**config.mk**
```make
export PLATFORM = sky130hd
export DESIGN_NAME = kmeans_2d_lloyd_pass_flat
export DESIGN_NICKNAME = d
export VERILOG_FILES = /design/src/rtl/kml_pkg.sv /design/src/rtl/kml_if.sv /design/src/rtl/kml_queue.sv /design/src/rtl/kml_front.sv /design/src/rtl/kml_back.sv /design/src/rtl/kmeans_2d_lloyd_pass.sv /design/src/flat_wrapper.sv
export SDC_FILE = /design/constraint.sdc
export NUM_CORES = 2
export LEC_CHECK = 0
export ABC_AREA = 1
export BUFFER_PORTS_ARGS = -buffer_cell sky130_fd_sc_hd__buf_2
export CAP_MARGIN = 20
export CORE_MARGIN = 3
export CORE_UTILIZATION = 65
export CTS_CLUSTER_DIAMETER = 50
export DETAILED_ROUTE_END_ITERATION = 7
export GPL_TIMING_DRIVEN = 1
export PLACE_DENSITY = 0.82
export SETUP_SLACK_MARGIN = 0.5
export SKIP_LAST_GASP = 1
export SYNTH_ARGS = -nofsm -noshare
export SYNTH_HDL_FRONTEND = slang
export SYNTH_SLANG_ARGS = --single-unit
```
**constraint.sdc**
```tcl
create_clock -name clk_i -period 10.3 [get_ports clk_i]
set_input_delay 0.515 -clock clk_i [delete_from_list [all_inputs] [get_ports clk_i]]
set_output_delay 0.515 -clock clk_i [all_outputs]
set_load 0.005 [all_outputs]
```
**src/rtl/kml_pkg.sv**
```systemverilog
package kml_pkg;

  // Field widths of the channel payloads
  localparam int COORD_W = 16;
  localparam int SLOT_W  = 2;
  localparam int COUNT_W = 24;
  localparam int CIDX_W  = 2;

  // Entries of the queue between classifier and accumulator
  localparam int QUEUE_DEPTH = 4;

  // Item kinds
  localparam logic KIND_SEED  = 1'b0;
  localparam logic KIND_POINT = 1'b1;

  typedef logic [COORD_W-1:0] coord_t;
  typedef logic [SLOT_W-1:0]  slot_t;
  typedef logic [COUNT_W-1:0] count_t;
  typedef logic [CIDX_W-1:0]  cidx_t;

endpackage

```
**src/rtl/kml_if.sv**
```systemverilog
interface kml_in_if;
  logic            valid;
  logic            ready;
  logic            kind;
  kml_pkg::coord_t point_x;
  kml_pkg::coord_t point_y;
  kml_pkg::slot_t  seed_slot;
  logic            last_point;

  modport source (
    output valid, kind, point_x, point_y, seed_slot, last_point,
    input  ready
  );
  modport sink (
    input  valid, kind, point_x, point_y, seed_slot, last_point,
    output ready
  );
endinterface

interface kml_out_if;
  logic            valid;
  logic            ready;
  kml_pkg::cidx_t  cluster_index;
  kml_pkg::coord_t mean_x;
  kml_pkg::coord_t mean_y;
  kml_pkg::count_t member_count;
  logic            any_changed;
  logic            was_empty;
  logic            last_cluster;

  modport source (
    output valid, cluster_index, mean_x, mean_y, member_count, any_changed,
           was_empty, last_cluster,
    input  ready
  );
  modport sink (
    input  valid, cluster_index, mean_x, mean_y, member_count, any_changed,
           was_empty, last_cluster,
    output ready
  );
endinterface

```
**src/rtl/kml_queue.sv**
```systemverilog
module kml_queue #(
  parameter int WIDTH = 8,
  parameter int DEPTH = 4
) (
  input  logic             clk_i,
  input  logic             rst_ni,
  input  logic             push_valid_i,
  output logic             push_ready_o,
  input  logic [WIDTH-1:0] push_data_i,
  output logic             pop_valid_o,
  input  logic             pop_ready_i,
  output logic [WIDTH-1:0] pop_data_o
);

  localparam int PTR_W = (DEPTH > 1) ? $clog2(DEPTH) : 1;
  localparam int CNT_W = $clog2(DEPTH + 1);
  localparam logic [PTR_W-1:0] PTR_LAST = PTR_W'(DEPTH - 1);

  logic [WIDTH-1:0] mem_q [DEPTH];
  logic [PTR_W-1:0] wr_ptr_q, rd_ptr_q;
  logic [CNT_W-1:0] cnt_q;
  logic             push, pop;

  assign push_ready_o = (cnt_q != CNT_W'(DEPTH));
  assign pop_valid_o  = (cnt_q != '0);
  assign pop_data_o   = mem_q[rd_ptr_q];
  assign push         = push_valid_i && push_ready_o;
  assign pop          = pop_valid_o && pop_ready_i;

  always_ff @(posedge clk_i or negedge rst_ni) begin
    if (!rst_ni) begin
      wr_ptr_q <= '0;
      rd_ptr_q <= '0;
      cnt_q    <= '0;
    end else begin
      if (push) begin
        wr_ptr_q <= (wr_ptr_q == PTR_LAST) ? '0 : wr_ptr_q + PTR_W'(1);
      end
      if (pop) begin
        rd_ptr_q <= (rd_ptr_q == PTR_LAST) ? '0 : rd_ptr_q + PTR_W'(1);
      end
      if (push && !pop) begin
        cnt_q <= cnt_q + CNT_W'(1);
      end else if (pop && !push) begin
        cnt_q <= cnt_q - CNT_W'(1);
      end
    end
  end

  always_ff @(posedge clk_i) begin
    if (push) begin
      mem_q[wr_ptr_q] <= push_data_i;
    end
  end

endmodule

```
**src/rtl/kml_front.sv**
```systemverilog
module kml_front #(
  parameter int CLUSTERS   = 4,
  parameter int COORD_BITS = 16,
  parameter int IDX_W      = 2,
  parameter int ENT_W      = 35
) (
  input  logic                  clk_i,
  input  logic                  rst_ni,
  kml_in_if.sink                in_i,
  output logic                  push_valid_o,
  input  logic                  push_ready_i,
  output logic [ENT_W-1:0]      push_data_o,
  input  logic [IDX_W-1:0]      cen_idx_i,
  input  logic                  cen_we_i,
  input  logic [COORD_BITS-1:0] cen_x_i,
  input  logic [COORD_BITS-1:0] cen_y_i,
  input  logic                  upd_done_i,
  output logic [COORD_BITS-1:0] cen_x_o,
  output logic [COORD_BITS-1:0] cen_y_o
);

  localparam int SQ_W   = 2 * COORD_BITS;
  localparam int DIST_W = SQ_W + 1;
  localparam logic [IDX_W-1:0] LAST_IDX = IDX_W'(CLUSTERS - 1);

  typedef enum logic [1:0] {F_IDLE, F_SWEEP, F_PUSH} fstate_e;

  fstate_e f_state_q;

  logic [COORD_BITS-1:0] cx_q [CLUSTERS];
  logic [COORD_BITS-1:0] cy_q [CLUSTERS];

  logic                  pending_q;
  logic [IDX_W-1:0]      iss_q;
  logic                  iss_on_q;
  logic                  v1_q, v2_q;

  logic [COORD_BITS-1:0] px_q, py_q;
  logic                  last_q;
  logic [COORD_BITS-1:0] dx1_q, dy1_q;
  logic [IDX_W-1:0]      idx1_q, idx2_q;
  logic [SQ_W-1:0]       sqx2_q, sqy2_q;
  logic [DIST_W-1:0]     best_d_q;
  logic [IDX_W-1:0]      best_idx_q;

  logic [IDX_W-1:0]      rd_idx;
  logic [COORD_BITS-1:0] cur_x, cur_y, dx, dy;
  logic [SQ_W-1:0]       sqx, sqy;
  logic [DIST_W-1:0]     sq_sum;
  logic                  better;
  logic                  take, seed_ok;
  logic [IDX_W-1:0]      seed_idx;

  // While a pass update runs the accumulator owns the read port.
  assign rd_idx  = pending_q ? cen_idx_i : iss_q;
  assign cur_x   = cx_q[rd_idx];
  assign cur_y   = cy_q[rd_idx];
  assign cen_x_o = cur_x;
  assign cen_y_o = cur_y;

  assign in_i.ready = (f_state_q == F_IDLE) && !pending_q;
  assign take       = in_i.valid && in_i.ready;
  assign seed_ok    = 32'(in_i.seed_slot) < CLUSTERS;
  assign seed_idx   = IDX_W'(in_i.seed_slot);

  assign dx     = (cur_x >= px_q) ? cur_x - px_q : px_q - cur_x;
  assign dy     = (cur_y >= py_q) ? cur_y - py_q : py_q - cur_y;
  assign sqx    = SQ_W'(dx1_q) * SQ_W'(dx1_q);
  assign sqy    = SQ_W'(dy1_q) * SQ_W'(dy1_q);
  assign sq_sum = DIST_W'(sqx2_q) + DIST_W'(sqy2_q);
  // strict compare keeps the lower index on a tie
  assign better = (idx2_q == '0) || (sq_sum < best_d_q);

  assign push_valid_o = (f_state_q == F_PUSH);
  assign push_data_o  = {best_idx_q, px_q, py_q, last_q};

  always_ff @(posedge clk_i or negedge rst_ni) begin
    if (!rst_ni) begin
      f_state_q <= F_IDLE;
      pending_q <= 1'b0;
      iss_q     <= '0;
      iss_on_q  <= 1'b0;
      v1_q      <= 1'b0;
      v2_q      <= 1'b0;
      for (int k = 0; k < CLUSTERS; k++) begin
        cx_q[k] <= '0;
        cy_q[k] <= '0;
      end
    end else begin
      if (cen_we_i) begin
        cx_q[cen_idx_i] <= cen_x_i;
        cy_q[cen_idx_i] <= cen_y_i;
      end else if (take && in_i.kind == kml_pkg::KIND_SEED && seed_ok) begin
        cx_q[seed_idx] <= COORD_BITS'(in_i.point_x);
        cy_q[seed_idx] <= COORD_BITS'(in_i.point_y);
      end

      if (upd_done_i) begin
        pending_q <= 1'b0;
      end else if (push_valid_o && push_ready_i && last_q) begin
        pending_q <= 1'b1;
      end

      v1_q <= (f_state_q == F_SWEEP) && iss_on_q;
      v2_q <= v1_q;

      case (f_state_q)
        F_IDLE: begin
          if (take && in_i.kind == kml_pkg::KIND_POINT) begin
            f_state_q <= F_SWEEP;
            iss_q     <= '0;
            iss_on_q  <= 1'b1;
          end
        end
        F_SWEEP: begin
          if (iss_on_q) begin
            iss_q <= iss_q + IDX_W'(1);
            if (iss_q == LAST_IDX) begin
              iss_on_q <= 1'b0;
            end
          end
          if (v2_q && idx2_q == LAST_IDX) begin
            f_state_q <= F_PUSH;
          end
        end
        F_PUSH: begin
          if (push_ready_i) begin
            f_state_q <= F_IDLE;
          end
        end
        default: begin
          f_state_q <= F_IDLE;
        end
      endcase
    end
  end

  always_ff @(posedge clk_i) begin
    if (take) begin
      px_q   <= COORD_BITS'(in_i.point_x);
      py_q   <= COORD_BITS'(in_i.point_y);
      last_q <= in_i.last_point;
    end
    dx1_q  <= dx;
    dy1_q  <= dy;
    idx1_q <= iss_q;
    sqx2_q <= sqx;
    sqy2_q <= sqy;
    idx2_q <= idx1_q;
    if (v2_q && better) begin
      best_d_q   <= sq_sum;
      best_idx_q <= idx2_q;
    end
  end

endmodule

```
**src/rtl/kml_back.sv**
```systemverilog
module kml_back #(
  parameter int CLUSTERS   = 4,
  parameter int COORD_BITS = 16,
  parameter int COUNT_BITS = 24,
  parameter int IDX_W      = 2,
  parameter int ENT_W      = 35
) (
  input  logic                  clk_i,
  input  logic                  rst_ni,
  input  logic                  pop_valid_i,
  output logic                  pop_ready_o,
  input  logic [ENT_W-1:0]      pop_data_i,
  output logic [IDX_W-1:0]      cen_idx_o,
  output logic                  cen_we_o,
  output logic [COORD_BITS-1:0] cen_x_o,
  output logic [COORD_BITS-1:0] cen_y_o,
  output logic                  upd_done_o,
  input  logic [COORD_BITS-1:0] cen_x_i,
  input  logic [COORD_BITS-1:0] cen_y_i,
  kml_out_if.source             out_o
);

  localparam int SUM_W = COORD_BITS + COUNT_BITS;
  localparam int DV_W  = $clog2(COORD_BITS + 1);
  localparam logic [IDX_W-1:0] LAST_IDX = IDX_W'(CLUSTERS - 1);

  typedef enum logic [2:0] {B_ACC, B_LOAD, B_DIV, B_FIN, B_EMIT} bstate_e;

  bstate_e b_state_q;

  logic [SUM_W-1:0]      tot_x_q [CLUSTERS];
  logic [SUM_W-1:0]      tot_y_q [CLUSTERS];
  logic [COUNT_BITS-1:0] tally_q [CLUSTERS];

  logic [COORD_BITS-1:0] res_x_q [CLUSTERS];
  logic [COORD_BITS-1:0] res_y_q [CLUSTERS];
  logic [COUNT_BITS-1:0] res_n_q [CLUSTERS];
  logic                  res_e_q [CLUSTERS];

  logic [IDX_W-1:0]      sw_q, em_q;
  logic [DV_W-1:0]       dv_cnt_q;
  logic                  changed_q;
  logic                  out_valid_q;

  logic [COUNT_BITS-1:0] remx_q, remy_q;
  logic [COORD_BITS-1:0] dqx_q, dqy_q;

  kml_pkg::cidx_t        o_idx_q;
  kml_pkg::coord_t       o_x_q, o_y_q;
  kml_pkg::count_t       o_n_q;
  logic                  o_chg_q, o_emp_q, o_last_q;

  logic [IDX_W-1:0]      e_idx;
  logic [COORD_BITS-1:0] e_px, e_py;
  logic                  e_last;
  logic                  pop, emit_load, not_full, sw_last, em_last;
  logic [IDX_W-1:0]      acc_idx;
  logic [COUNT_BITS-1:0] cur_tally;
  logic [SUM_W-1:0]      cur_tx, cur_ty;
  logic [COUNT_BITS:0]   shx, shy, subx, suby;
  logic                  gex, gey;

  assign {e_idx, e_px, e_py, e_last} = pop_data_i;

  assign pop_ready_o = (b_state_q == B_ACC);
  assign pop         = pop_valid_i && pop_ready_o;

  assign acc_idx   = (b_state_q == B_ACC) ? e_idx : sw_q;
  assign cur_tally = tally_q[acc_idx];
  assign cur_tx    = tot_x_q[acc_idx];
  assign cur_ty    = tot_y_q[acc_idx];
  assign not_full  = (cur_tally != '1);
  assign sw_last   = (sw_q == LAST_IDX);
  assign em_last   = (em_q == LAST_IDX);

  // Restoring divide, one quotient bit per cycle; the upper part of the sum
  // is already below the count because the mean fits the coordinate range.
  assign shx  = {remx_q, dqx_q[COORD_BITS-1]};
  assign shy  = {remy_q, dqy_q[COORD_BITS-1]};
  assign subx = shx - {1'b0, cur_tally};
  assign suby = shy - {1'b0, cur_tally};
  assign gex  = (shx >= {1'b0, cur_tally});
  assign gey  = (shy >= {1'b0, cur_tally});

  assign cen_idx_o  = sw_q;
  assign cen_we_o   = (b_state_q == B_FIN);
  assign cen_x_o    = dqx_q;
  assign cen_y_o    = dqy_q;
  assign upd_done_o = (b_state_q == B_FIN) && sw_last;

  assign emit_load = (b_state_q == B_EMIT) && (!out_valid_q || out_o.ready);

  assign out_o.valid         = out_valid_q;
  assign out_o.cluster_index = o_idx_q;
  assign out_o.mean_x        = o_x_q;
  assign out_o.mean_y        = o_y_q;
  assign out_o.member_count  = o_n_q;
  assign out_o.any_changed   = o_chg_q;
  assign out_o.was_empty     = o_emp_q;
  assign out_o.last_cluster  = o_last_q;

  always_ff @(posedge clk_i or negedge rst_ni) begin
    if (!rst_ni) begin
      b_state_q   <= B_ACC;
      sw_q        <= '0;
      em_q        <= '0;
      dv_cnt_q    <= '0;
      changed_q   <= 1'b0;
      out_valid_q <= 1'b0;
      for (int k = 0; k < CLUSTERS; k++) begin
        tot_x_q[k] <= '0;
        tot_y_q[k] <= '0;
        tally_q[k] <= '0;
      end
    end else begin
      if (emit_load) begin
        out_valid_q <= 1'b1;
      end else if (out_o.ready) begin
        out_valid_q <= 1'b0;
      end

      case (b_state_q)
        B_ACC: begin
          if (pop) begin
            // drop the point once its cluster count is saturated
            if (not_full) begin
              tally_q[e_idx] <= cur_tally + COUNT_BITS'(1);
              tot_x_q[e_idx] <= cur_tx + SUM_W'(e_px);
              tot_y_q[e_idx] <= cur_ty + SUM_W'(e_py);
            end
            if (e_last) begin
              b_state_q <= B_LOAD;
              sw_q      <= '0;
              changed_q <= 1'b0;
            end
          end
        end
        B_LOAD: begin
          if (cur_tally == '0) begin
            b_state_q <= B_FIN;
          end else begin
            b_state_q <= B_DIV;
            dv_cnt_q  <= DV_W'(COORD_BITS);
          end
        end
        B_DIV: begin
          dv_cnt_q <= dv_cnt_q - DV_W'(1);
          if (dv_cnt_q == DV_W'(1)) begin
            b_state_q <= B_FIN;
          end
        end
        B_FIN: begin
          if (dqx_q != cen_x_i || dqy_q != cen_y_i) begin
            changed_q <= 1'b1;
          end
          tally_q[sw_q] <= '0;
          tot_x_q[sw_q] <= '0;
          tot_y_q[sw_q] <= '0;
          if (sw_last) begin
            b_state_q <= B_EMIT;
            em_q      <= '0;
          end else begin
            b_state_q <= B_LOAD;
            sw_q      <= sw_q + IDX_W'(1);
          end
        end
        B_EMIT: begin
          if (emit_load) begin
            if (em_last) begin
              b_state_q <= B_ACC;
            end else begin
              em_q <= em_q + IDX_W'(1);
            end
          end
        end
        default: begin
          b_state_q <= B_ACC;
        end
      endcase
    end
  end

  always_ff @(posedge clk_i) begin
    if (b_state_q == B_LOAD) begin
      if (cur_tally == '0) begin
        // empty cluster keeps its centroid
        dqx_q <= cen_x_i;
        dqy_q <= cen_y_i;
      end else begin
        remx_q <= cur_tx[SUM_W-1:COORD_BITS];
        remy_q <= cur_ty[SUM_W-1:COORD_BITS];
        dqx_q  <= cur_tx[COORD_BITS-1:0];
        dqy_q  <= cur_ty[COORD_BITS-1:0];
      end
    end else if (b_state_q == B_DIV) begin
      remx_q <= gex ? subx[COUNT_BITS-1:0] : shx[COUNT_BITS-1:0];
      remy_q <= gey ? suby[COUNT_BITS-1:0] : shy[COUNT_BITS-1:0];
      dqx_q  <= {dqx_q[COORD_BITS-2:0], gex};
      dqy_q  <= {dqy_q[COORD_BITS-2:0], gey};
    end else if (b_state_q == B_FIN) begin
      res_x_q[sw_q] <= dqx_q;
      res_y_q[sw_q] <= dqy_q;
      res_n_q[sw_q] <= cur_tally;
      res_e_q[sw_q] <= (cur_tally == '0);
    end

    if (emit_load) begin
      o_idx_q  <= kml_pkg::cidx_t'(em_q);
      o_x_q    <= kml_pkg::coord_t'(res_x_q[em_q]);
      o_y_q    <= kml_pkg::coord_t'(res_y_q[em_q]);
      o_n_q    <= kml_pkg::count_t'(res_n_q[em_q]);
      o_chg_q  <= changed_q;
      o_emp_q  <= res_e_q[em_q];
      o_last_q <= em_last;
    end
  end

endmodule

```
**src/rtl/kmeans_2d_lloyd_pass.sv**
```systemverilog
// Seed: written into its centroid slot. Point: the classifier sweeps one centroid
// per cycle through a subtract, square and compare pipe, then the accumulator adds it to
// its cluster after the queue. Last point: bit-serial division, one cluster at a time (an
// empty cluster skips the division), then CLUSTERS results at one per cycle while the
// output is ready; new items wait until the centroids are rewritten.
// Reset (async, active low) zeroes centroids, sums and counts and empties the queue.
module kmeans_2d_lloyd_pass #(
  parameter int CLUSTERS   = 4,
  parameter int COORD_BITS = 16,
  parameter int COUNT_BITS = 24
) (
  input  logic      clk_i,
  input  logic      rst_ni,
  kml_in_if.sink    in_i,
  kml_out_if.source out_o
);

  localparam int IDX_W = $clog2(CLUSTERS);
  localparam int ENT_W = IDX_W + 2 * COORD_BITS + 1;

  logic                  push_valid, push_ready;
  logic [ENT_W-1:0]      push_data;
  logic                  pop_valid, pop_ready;
  logic [ENT_W-1:0]      pop_data;
  logic [IDX_W-1:0]      cen_idx;
  logic                  cen_we, upd_done;
  logic [COORD_BITS-1:0] cen_wx, cen_wy, cen_rx, cen_ry;

  kml_front #(
    .CLUSTERS   (CLUSTERS),
    .COORD_BITS (COORD_BITS),
    .IDX_W      (IDX_W),
    .ENT_W      (ENT_W)
  ) u_front (
    .clk_i        (clk_i),
    .rst_ni       (rst_ni),
    .in_i         (in_i),
    .push_valid_o (push_valid),
    .push_ready_i (push_ready),
    .push_data_o  (push_data),
    .cen_idx_i    (cen_idx),
    .cen_we_i     (cen_we),
    .cen_x_i      (cen_wx),
    .cen_y_i      (cen_wy),
    .upd_done_i   (upd_done),
    .cen_x_o      (cen_rx),
    .cen_y_o      (cen_ry)
  );

  kml_queue #(
    .WIDTH (ENT_W),
    .DEPTH (kml_pkg::QUEUE_DEPTH)
  ) u_queue (
    .clk_i        (clk_i),
    .rst_ni       (rst_ni),
    .push_valid_i (push_valid),
    .push_ready_o (push_ready),
    .push_data_i  (push_data),
    .pop_valid_o  (pop_valid),
    .pop_ready_i  (pop_ready),
    .pop_data_o   (pop_data)
  );

  kml_back #(
    .CLUSTERS   (CLUSTERS),
    .COORD_BITS (COORD_BITS),
    .COUNT_BITS (COUNT_BITS),
    .IDX_W      (IDX_W),
    .ENT_W      (ENT_W)
  ) u_back (
    .clk_i       (clk_i),
    .rst_ni      (rst_ni),
    .pop_valid_i (pop_valid),
    .pop_ready_o (pop_ready),
    .pop_data_i  (pop_data),
    .cen_idx_o   (cen_idx),
    .cen_we_o    (cen_we),
    .cen_x_o     (cen_wx),
    .cen_y_o     (cen_wy),
    .upd_done_o  (upd_done),
    .cen_x_i     (cen_rx),
    .cen_y_i     (cen_ry),
    .out_o       (out_o)
  );

endmodule

```
**src/flat_wrapper.sv**
```systemverilog
// flat-port wrapper written by rule: the top's interface ports become plain ports
module kmeans_2d_lloyd_pass_flat 
#(
  parameter int CLUSTERS   = 4,
  parameter int COORD_BITS = 16,
  parameter int COUNT_BITS = 24
)
  (clk_i, rst_ni, in_i_valid, in_i_kind, in_i_point_x, in_i_point_y, in_i_seed_slot, in_i_last_point, in_i_ready, out_o_valid, out_o_cluster_index, out_o_mean_x, out_o_mean_y, out_o_member_count, out_o_any_changed, out_o_was_empty, out_o_last_cluster, out_o_ready);
  kml_in_if in_i_i ();
  kml_out_if out_o_i ();
  input  logic clk_i;
  input  logic rst_ni;
  input wire logic [$bits(in_i_i.valid)-1:0] in_i_valid;
  input wire logic [$bits(in_i_i.kind)-1:0] in_i_kind;
  input wire logic [$bits(in_i_i.point_x)-1:0] in_i_point_x;
  input wire logic [$bits(in_i_i.point_y)-1:0] in_i_point_y;
  input wire logic [$bits(in_i_i.seed_slot)-1:0] in_i_seed_slot;
  input wire logic [$bits(in_i_i.last_point)-1:0] in_i_last_point;
  output wire logic [$bits(in_i_i.ready)-1:0] in_i_ready;
  output wire logic [$bits(out_o_i.valid)-1:0] out_o_valid;
  output wire logic [$bits(out_o_i.cluster_index)-1:0] out_o_cluster_index;
  output wire logic [$bits(out_o_i.mean_x)-1:0] out_o_mean_x;
  output wire logic [$bits(out_o_i.mean_y)-1:0] out_o_mean_y;
  output wire logic [$bits(out_o_i.member_count)-1:0] out_o_member_count;
  output wire logic [$bits(out_o_i.any_changed)-1:0] out_o_any_changed;
  output wire logic [$bits(out_o_i.was_empty)-1:0] out_o_was_empty;
  output wire logic [$bits(out_o_i.last_cluster)-1:0] out_o_last_cluster;
  input wire logic [$bits(out_o_i.ready)-1:0] out_o_ready;
  assign in_i_i.valid = in_i_valid;
  assign in_i_i.kind = in_i_kind;
  assign in_i_i.point_x = in_i_point_x;
  assign in_i_i.point_y = in_i_point_y;
  assign in_i_i.seed_slot = in_i_seed_slot;
  assign in_i_i.last_point = in_i_last_point;
  assign in_i_ready = in_i_i.ready;
  assign out_o_valid = out_o_i.valid;
  assign out_o_cluster_index = out_o_i.cluster_index;
  assign out_o_mean_x = out_o_i.mean_x;
  assign out_o_mean_y = out_o_i.mean_y;
  assign out_o_member_count = out_o_i.member_count;
  assign out_o_any_changed = out_o_i.any_changed;
  assign out_o_was_empty = out_o_i.was_empty;
  assign out_o_last_cluster = out_o_i.last_cluster;
  assign out_o_i.ready = out_o_ready;
  kmeans_2d_lloyd_pass #(.CLUSTERS(CLUSTERS), .COORD_BITS(COORD_BITS), .COUNT_BITS(COUNT_BITS)) u_core (.clk_i(clk_i), .rst_ni(rst_ni), .in_i(in_i_i), .out_o(out_o_i));
endmodule
```
======== Word level (Yosys, flattened, before mapping) ========
Memory sizes are Yosys's and may differ from the RTL's. A register that Yosys moved wholly into a read port is not among the register bits.
Index checks and enable logic that the tools add are counted.
storage, ports and cells
  register bits after elaboration ......... 825
  bits in writable memories ............... 368
  output and inout bits ................... 63
  word-level logic and storage cells ...... 292
  memories kept ........................... 5
operators by class
  add/sub/neg operators ................... 18
  $mul .................................... 2
  $lt $le $gt $ge ......................... 13
  equality and inequality tests ........... 32
  muxes and demuxes ....................... 112
  bitwise logic cells ..................... 11
  reductions and logical operators ........ 46
memory list
  name                   words  bits a word  rd ports  clocked after memory_dff  wr ports  RTL line         text
  u_core.u_queue.mem_q   4      35           1         0                         1         kml_queue.sv:19  logic [WIDTH-1:0] mem_q [DEPTH];
  u_core.u_back.res_n_q  4      24           1         1                         1         kml_back.sv:37   logic [COUNT_BITS-1:0] res_n_q [CLUSTERS];
  u_core.u_back.res_x_q  4      16           1         1                         1         kml_back.sv:35   logic [COORD_BITS-1:0] res_x_q [CLUSTERS];
  u_core.u_back.res_y_q  4      16           1         1                         1         kml_back.sv:36   logic [COORD_BITS-1:0] res_y_q [CLUSTERS];
  u_core.u_back.res_e_q  4      1            1         1                         1         kml_back.sv:38   logic res_e_q [CLUSTERS];
operators with widths
  cell                                     count
  2-to-1 mux 160 bit                       4
  one-hot mux 160 bit (2 select lines)     2
  AND 160 bit                              2
  bitwise mux 160 bit                      2
  2-to-1 mux 24 bit                        12
  bitwise mux 64 bit                       4
  2-to-1 mux 64 bit                        4
  2-to-1 mux 40 bit                        6
  2-to-1 mux 16 bit                        14
  2-to-1 mux 96 bit                        2
  one-hot mux 96 bit (2 select lines)      1
  binary-select mux 40 bit (select 2 bit)  2
  demux 40 bit (select 2 bit)              2
  inverter 160 bit                         1
  AND 96 bit                               1
  bitwise mux 96 bit                       1
  demux 24 bit (select 2 bit)              2
  inverter 96 bit                          1
  adder 40 x 16 -> 40 bit                  2
  binary-select mux 16 bit (select 2 bit)  2
  demux 16 bit (select 2 bit)              2
  multiplier 16 x 16 -> 32 bit             2
  subtractor 16 bit                        4
  >= comparator 25 x 24 -> 1 bit           2
  other kinds (46)                         157

======== Longest topological paths before layout ========
  depth in word-level cells ............... 11
  depth in mapped cells ................... 34
  mapped depth without buffers ............ 27

======== Hierarchy ========
Synthesis repeated with hierarchy kept, for this count alone.
unflattened totals
  cell total of the unflattened synthesis .. 9811
  area total of the unflattened synthesis .. 81015.2 um^2
modules (own cells, without submodules)
  module     instances  cells an instance  area an instance (um^2)  sequential area each (um^2)
  kml_back   1          4909               41418.5                  21840.9
  kml_front  1          4435               33589.7                  7407.1
  kml_queue  1          467                6007.0                   4379.2

======== Worst setup path before layout ========
Ideal clock, no wire load.
  path kind ............................... flip-flop to flip-flop
  start ................................... register u_core.u_front.sqx2_q[4]
  end ..................................... register u_core.u_front.best_d_q[0], enable pin
  data arrival time ....................... 5.289 ns
  path slack .............................. 4.530 ns
  cell stages (with the launch flop) ...... 25
  path buffers ............................ 0
  period minus slack after synthesis ...... 5.770 ns
  cell sequence ........................... dfxtp_1 > ha_1 > a21oi_1 > nand2_1 > a21oi_1 > o21ai_0 > nand2_1 > nand3_1 > nand2_1 > nand2_1 > nand2_1 > nand2_1 > a21oi_1 > inv_1 > nand2_1 > nand2_1 > ha_1 > nand2_1 > inv_1 > nand3_1 > nor3_1 > and3_1 > o2111ai_1 > nand3_1 > a21boi_0
on the way
  word-level cells in the longest chain between the ends .. 4
RTL lines
  element                        RTL line          text
  start, declared                kml_front.sv:42   logic [SQ_W-1:0] sqx2_q, sqy2_q;
  start signal, assigned         kml_front.sv:147  sqx2_q <= sqx;
  adder 32 x 32 -> 33 bit        kml_front.sv:70   assign sq_sum = DIST_W'(sqx2_q) + DIST_W'(sqy2_q);
  net u_core.u_front.sq_sum[31]  kml_front.sv:49   logic [DIST_W-1:0] sq_sum;
  < comparator 33 bit            kml_front.sv:72   assign better = (idx2_q == '0) || (sq_sum < best_d_q);
  logical OR 1 bit               kml_front.sv:72
  logical AND 1 bit              kml_front.sv:150  if (v2_q && better) begin
  end signal, assigned           kml_front.sv:151  best_d_q <= sq_sum;
  end, declared                  kml_front.sv:43   logic [DIST_W-1:0] best_d_q;
The timed path passes the listed nets, and every way through them passes these cells.
A chain may end at the register's enable or synchronous reset.

======== Worst setup path in the final report ========
  start ................................... register u_core.u_queue.rd_ptr_q[0]
  end ..................................... register u_core.u_back.tot_y_q[15] (netlist bit)
RTL lines
  element                                               RTL line         text
  start, declared                                       kml_queue.sv:20  logic [PTR_W-1:0] wr_ptr_q, rd_ptr_q;
  start signal, assigned                                kml_queue.sv:40  rd_ptr_q <= (rd_ptr_q == PTR_LAST) ? '0 : rd_ptr_q + PTR_W'(1);
  memory read (4 x 35 bit)                              -
  2-to-1 mux 2 bit                                      kml_back.sv:68   assign acc_idx = (b_state_q == B_ACC) ? e_idx : sw_q;
  inverter 2 -> 3 bit (not written as such)             kml_back.sv:69   assign cur_tally = tally_q[acc_idx];
  binary-select mux 24 bit (select 2 bit)               kml_back.sv:69
  2-to-1 mux 24 bit (not written as such) (2 in a row)  kml_back.sv:69
  net u_core.u_back.cur_tally[1]                        kml_back.sv:58   logic [COUNT_BITS-1:0] cur_tally;
  inequality test 24 bit                                kml_back.sv:72   assign not_full = (cur_tally != '1);
  inequality test 2 bit (no source line)                -
  AND reduction 3 bit (no source line)                  -
  end signal, assigned by index                         kml_back.sv:129  tot_y_q[e_idx] <= cur_ty + SUM_W'(e_py);
  end, declared                                         kml_back.sv:32   logic [SUM_W-1:0] tot_y_q [CLUSTERS];
The timed path passes the listed nets, and every way through them passes these cells. The select of a mux whose other input is x is not followed.

==> metrics.md <==
| Metric | Value |
|---|---|
| Run status | completed |
| CORE AREA | 0.118 mm2 |
| Setup_tns | 0 ps |
| Multiplexer share of the synthesized area | 0.000774 |
| Final setup vio count | 0 |
| R2R Setup Slk | 3740 ps |
| Most common cell in the netlist | nand2_1 |
| Register area share after synthesis | 0.434 |
| GR peak layer | met2 |
| Leading area contributor after synthesis | edfxtp_1 |
| Max_cap viols | 0 |
| Via Count | 65796 |
| Final Critical Period | 6560 ps |
| Worst-path clk slew | 60 ps |
| TritonRoute pass-1 iters | 8 |
| PortBufs | 102 |
| FMAX | 0.152 GHz |
| Vias in the first global route | 64969 |
| Area Overhead vs Synth | 8.81% |
| Met2 usage | 0.584 |
| CTS Buf Count | 147 |
| Worst min path class | in2reg |
| Tcrit/Tclk final | 0.637 |
| Pre-CTS setup slack | 4070 ps |
| Post-synth EDFFs | 577 |
| Post-layout net count | 9745 |
| Grt ovf | 0 |
| Synth Area in Simple Gates | 0.188 |
| WS Path Type | reg2reg |
| Die width | 351 um |
| CP endpoint kind | register |
| TritonCTS Sinks | 1248 |
| Syn_nets | 9800 |
| Root buffer cell | clkbuf_16 |
| Vias per cell | 6.20 |
| Post-Synth XOR/XNOR Area | 0.0295 |
| Worst Path Arrival | 7250 ps |
| Reg2reg start | u_core.u_queue.rd_ptr_q[0] |
| Final cell count without fillers | 10613 |
| Hold Path Sink | u_core.u_front.px_q[9] |
| Share of layout cells above drive strength 1 | 0.0560 |
| Clk Latency, worst-skew pair | 800 ps |
| Gpl congestion | 1.00 |
| Initial core utilization | 0.656 |
| Commonest cells in the synthesized netlist | 2216 x nand2_1, 1095 x inv_1, 769 x o21ai_0 |
| FP Rows | 126 |
| Clk_skew | 40.9 ps |
| Largest net degree at the start of global routing | 182 |
| First-pass GRT wire length | 356 mm |
| I/O pin count | 103 |
| Worst Tran Pin Value | 1200 ps |
| Max Buffers Root-to-Sink | 3 |
| Synth cell types | 64 |
| Routed Antenna Nets | 0 |
| Chip height | 351 um |
| Top FF cell, synth | edfxtp_1 |
| Syn_area_per_cell | 8.61 um2 |
| Yosys reg bits | 1248 |
| Setup ws final | 3740 ps |
| M1 GR Usage | 0.482 |
| R2r worst-path depth | 19 |
| Hold Crit Depth | 1 |
| Mapped cell area | 0.0776 mm2 |
| Die ar. | 0.123 mm2 |
| # DRC | 0 |
| Synth Area in Compound Gates | 0.115 |
| Met3 GRT Util | 0.0840 |
| CTS H-tree depth | 4 |
| DP Wirelength | 153 mm |
| Synth Warn # | 0 |
| Post-Synth Adder-Cell Area | 0.154 |
| R2R Path End | u_core.u_back.tot_y_q[15] |
| Critical Path Fanout Max | 81 |
| Slew headroom | 0.198 |
| Final Max Tran Viols | 0 |
| HP Start | in_i_point_x[9] |
| Crit path required time | 10990 ps |
| Iter 0 DRT Violations | 8238 |
| Dpl cells | 10308 |
| Avg WL per Cell | 21.6 um |
| Largest family of logic cells by synthesized area | simple AND/OR/NAND/NOR gates |
| Initial antenna violation count | 4 |
| Filler cell count | 8612 |
| Setup crit start kind | register |
| Detailed Route WL | 230 mm |
| Total GRT Usage | 0.371 |
| Post-synth ARST share | 0.459 |
| Synth Instances | 9004 |
| RSZ-0062 raised after global routing | no |
| Area contributors post-synth | edfxtp_1 22%, dfrtp_1 18%, nand2_1 11% |
| Final Hold Viols | 0 |
| CTS tree | yes |
| Share of the synthesized area in the top cell type | 0.223 |
| Setup bufs post-CTS | 0 |
==> final cells by class <==
type / count / area (um2) / share of cell area
multi-input combinational: 6241 / 38100 / 0.451
sequential: 1248 / 33600 / 0.399
inverter: 1108 / 4170 / 0.0494
clock buffer: 194 / 4130 / 0.0490
tap: 1536 / 1920 / 0.0228
timing repair buffer: 203 / 1460 / 0.0173
clock inverter: 79 / 1000 / 0.0119
antenna: 4 / 10.0 / 0.000119
==> kinds of logic after synthesis <==
family | Yosys count
adder cells (fa/ha/maj) | 756
AND/OR/NAND/NOR | 3570
buffers and inverters | 1515
flip-flops | 1248
AO/OA/AOI/OAI | 1648
XOR/XNOR | 261
multiplexers | 6
==> stage by stage <==
step                      instance area (um2)  utilization  hold slack [ps]
after floorplan                         77600            -              219
after global placement                  78900        0.667              314
after detailed placement                78900        0.668              317
after CTS                               84300        0.713             13.8
after global routing                    84400        0.714             37.1
final                                   84400        0.714             72.8
==> worst max path at each step <==
stage	startpoint	endpoint	slack, ps	cells past startpoint
final	u_core.u_queue.rd_ptr_q[0]	u_core.u_back.tot_y_q[15]	3740	19
after global routing	u_core.u_queue.rd_ptr_q[0]	u_core.u_back.tot_x_q[22]	3510	22
after CTS	u_core.u_queue.rd_ptr_q[0]	u_core.u_back.tot_y_q[144]	4030	19
after detailed placement	u_core.u_queue.rd_ptr_q[0]	u_core.u_back.tot_x_q[22]	4070	22
after global placement	u_core.u_front.dx1_q[6]	u_core.u_front.sqx2_q[27]	4240	21
after floorplan	u_core.u_front.sqx2_q[4]	u_core.u_front.best_d_q[0]	4530	24
==> layer usage <==
layer / share of wire / wire length (um)
met1: 0.37 / 85600
met2: 0.45 / 104000
met3: 0.12 / 26500
met4: 0.058 / 13200
met5: 0 / 0
==> timing repair <==
action / CTS / global route
endpoints found under the setup margin: 0 / 0
hold endpoints to repair: 122 / 0
resized for setup: 0 / 0
hold buffers: 25 / 0
==> critical path, stage by stage (launching register included) <==
cell and delay, ps:
dfrtp_2 420, buf_4 350, nand2_1 180, nand3_1 140
nand2_2 170, nand2_1 100, nand2_4 710, buf_4 760
nand2_1 110, nand2_1 410, ha_1 280, nand3_1 90
nor2_1 200, nand2_1 160, nor2_4 200, nand4_4 320
nand3_4 440, buf_4 980, nand2_1 140, o21ai_1 160
==> cell usage in the layout (no fill, tap or decap), types with 26 or more instances in the layout <==
cell type	count
nand3_1	449
clkbuf_1	26
fa_1	334
xor2_1	178
o211ai_1	28
dfxtp_1	98
xnor2_1	83
dfrtp_1	570
ha_1	422
o21ai_0	766
nor3_1	43
buf_2	101
o22ai_1	147
nand4_1	79
clkbuf_16	153
inv_1	1088
a22oi_1	30
nand2_1	2216
o21ai_1	104
a21oi_1	434
buf_4	68
edfxtp_1	577
nor2_1	670
==> sequential cells by signal, indices dropped and copies added (netlist names), 24 cells and up <==
register	cells
u_core.u_front.best_d_q	33
u_core.u_back.tot_x_q	160
u_core.u_front.cx_q	64
u_core.u_back.res_n_q	96
u_core.u_queue.mem_q	140
u_core.u_back.out_o.member_count	24
u_core.u_back.res_y_q	64
u_core.u_front.sqx2_q	31
u_core.u_back.tally_q	96
u_core.u_front.cy_q	64
u_core.u_back.res_x_q	64
u_core.u_back.tot_y_q	160
u_core.u_back.remx_q	24
u_core.u_front.sqy2_q	31
u_core.u_back.remy_q	24
Power is not shown: default switching activity piles up to over one toggle a cycle in this logic, so the estimate is an artifact.
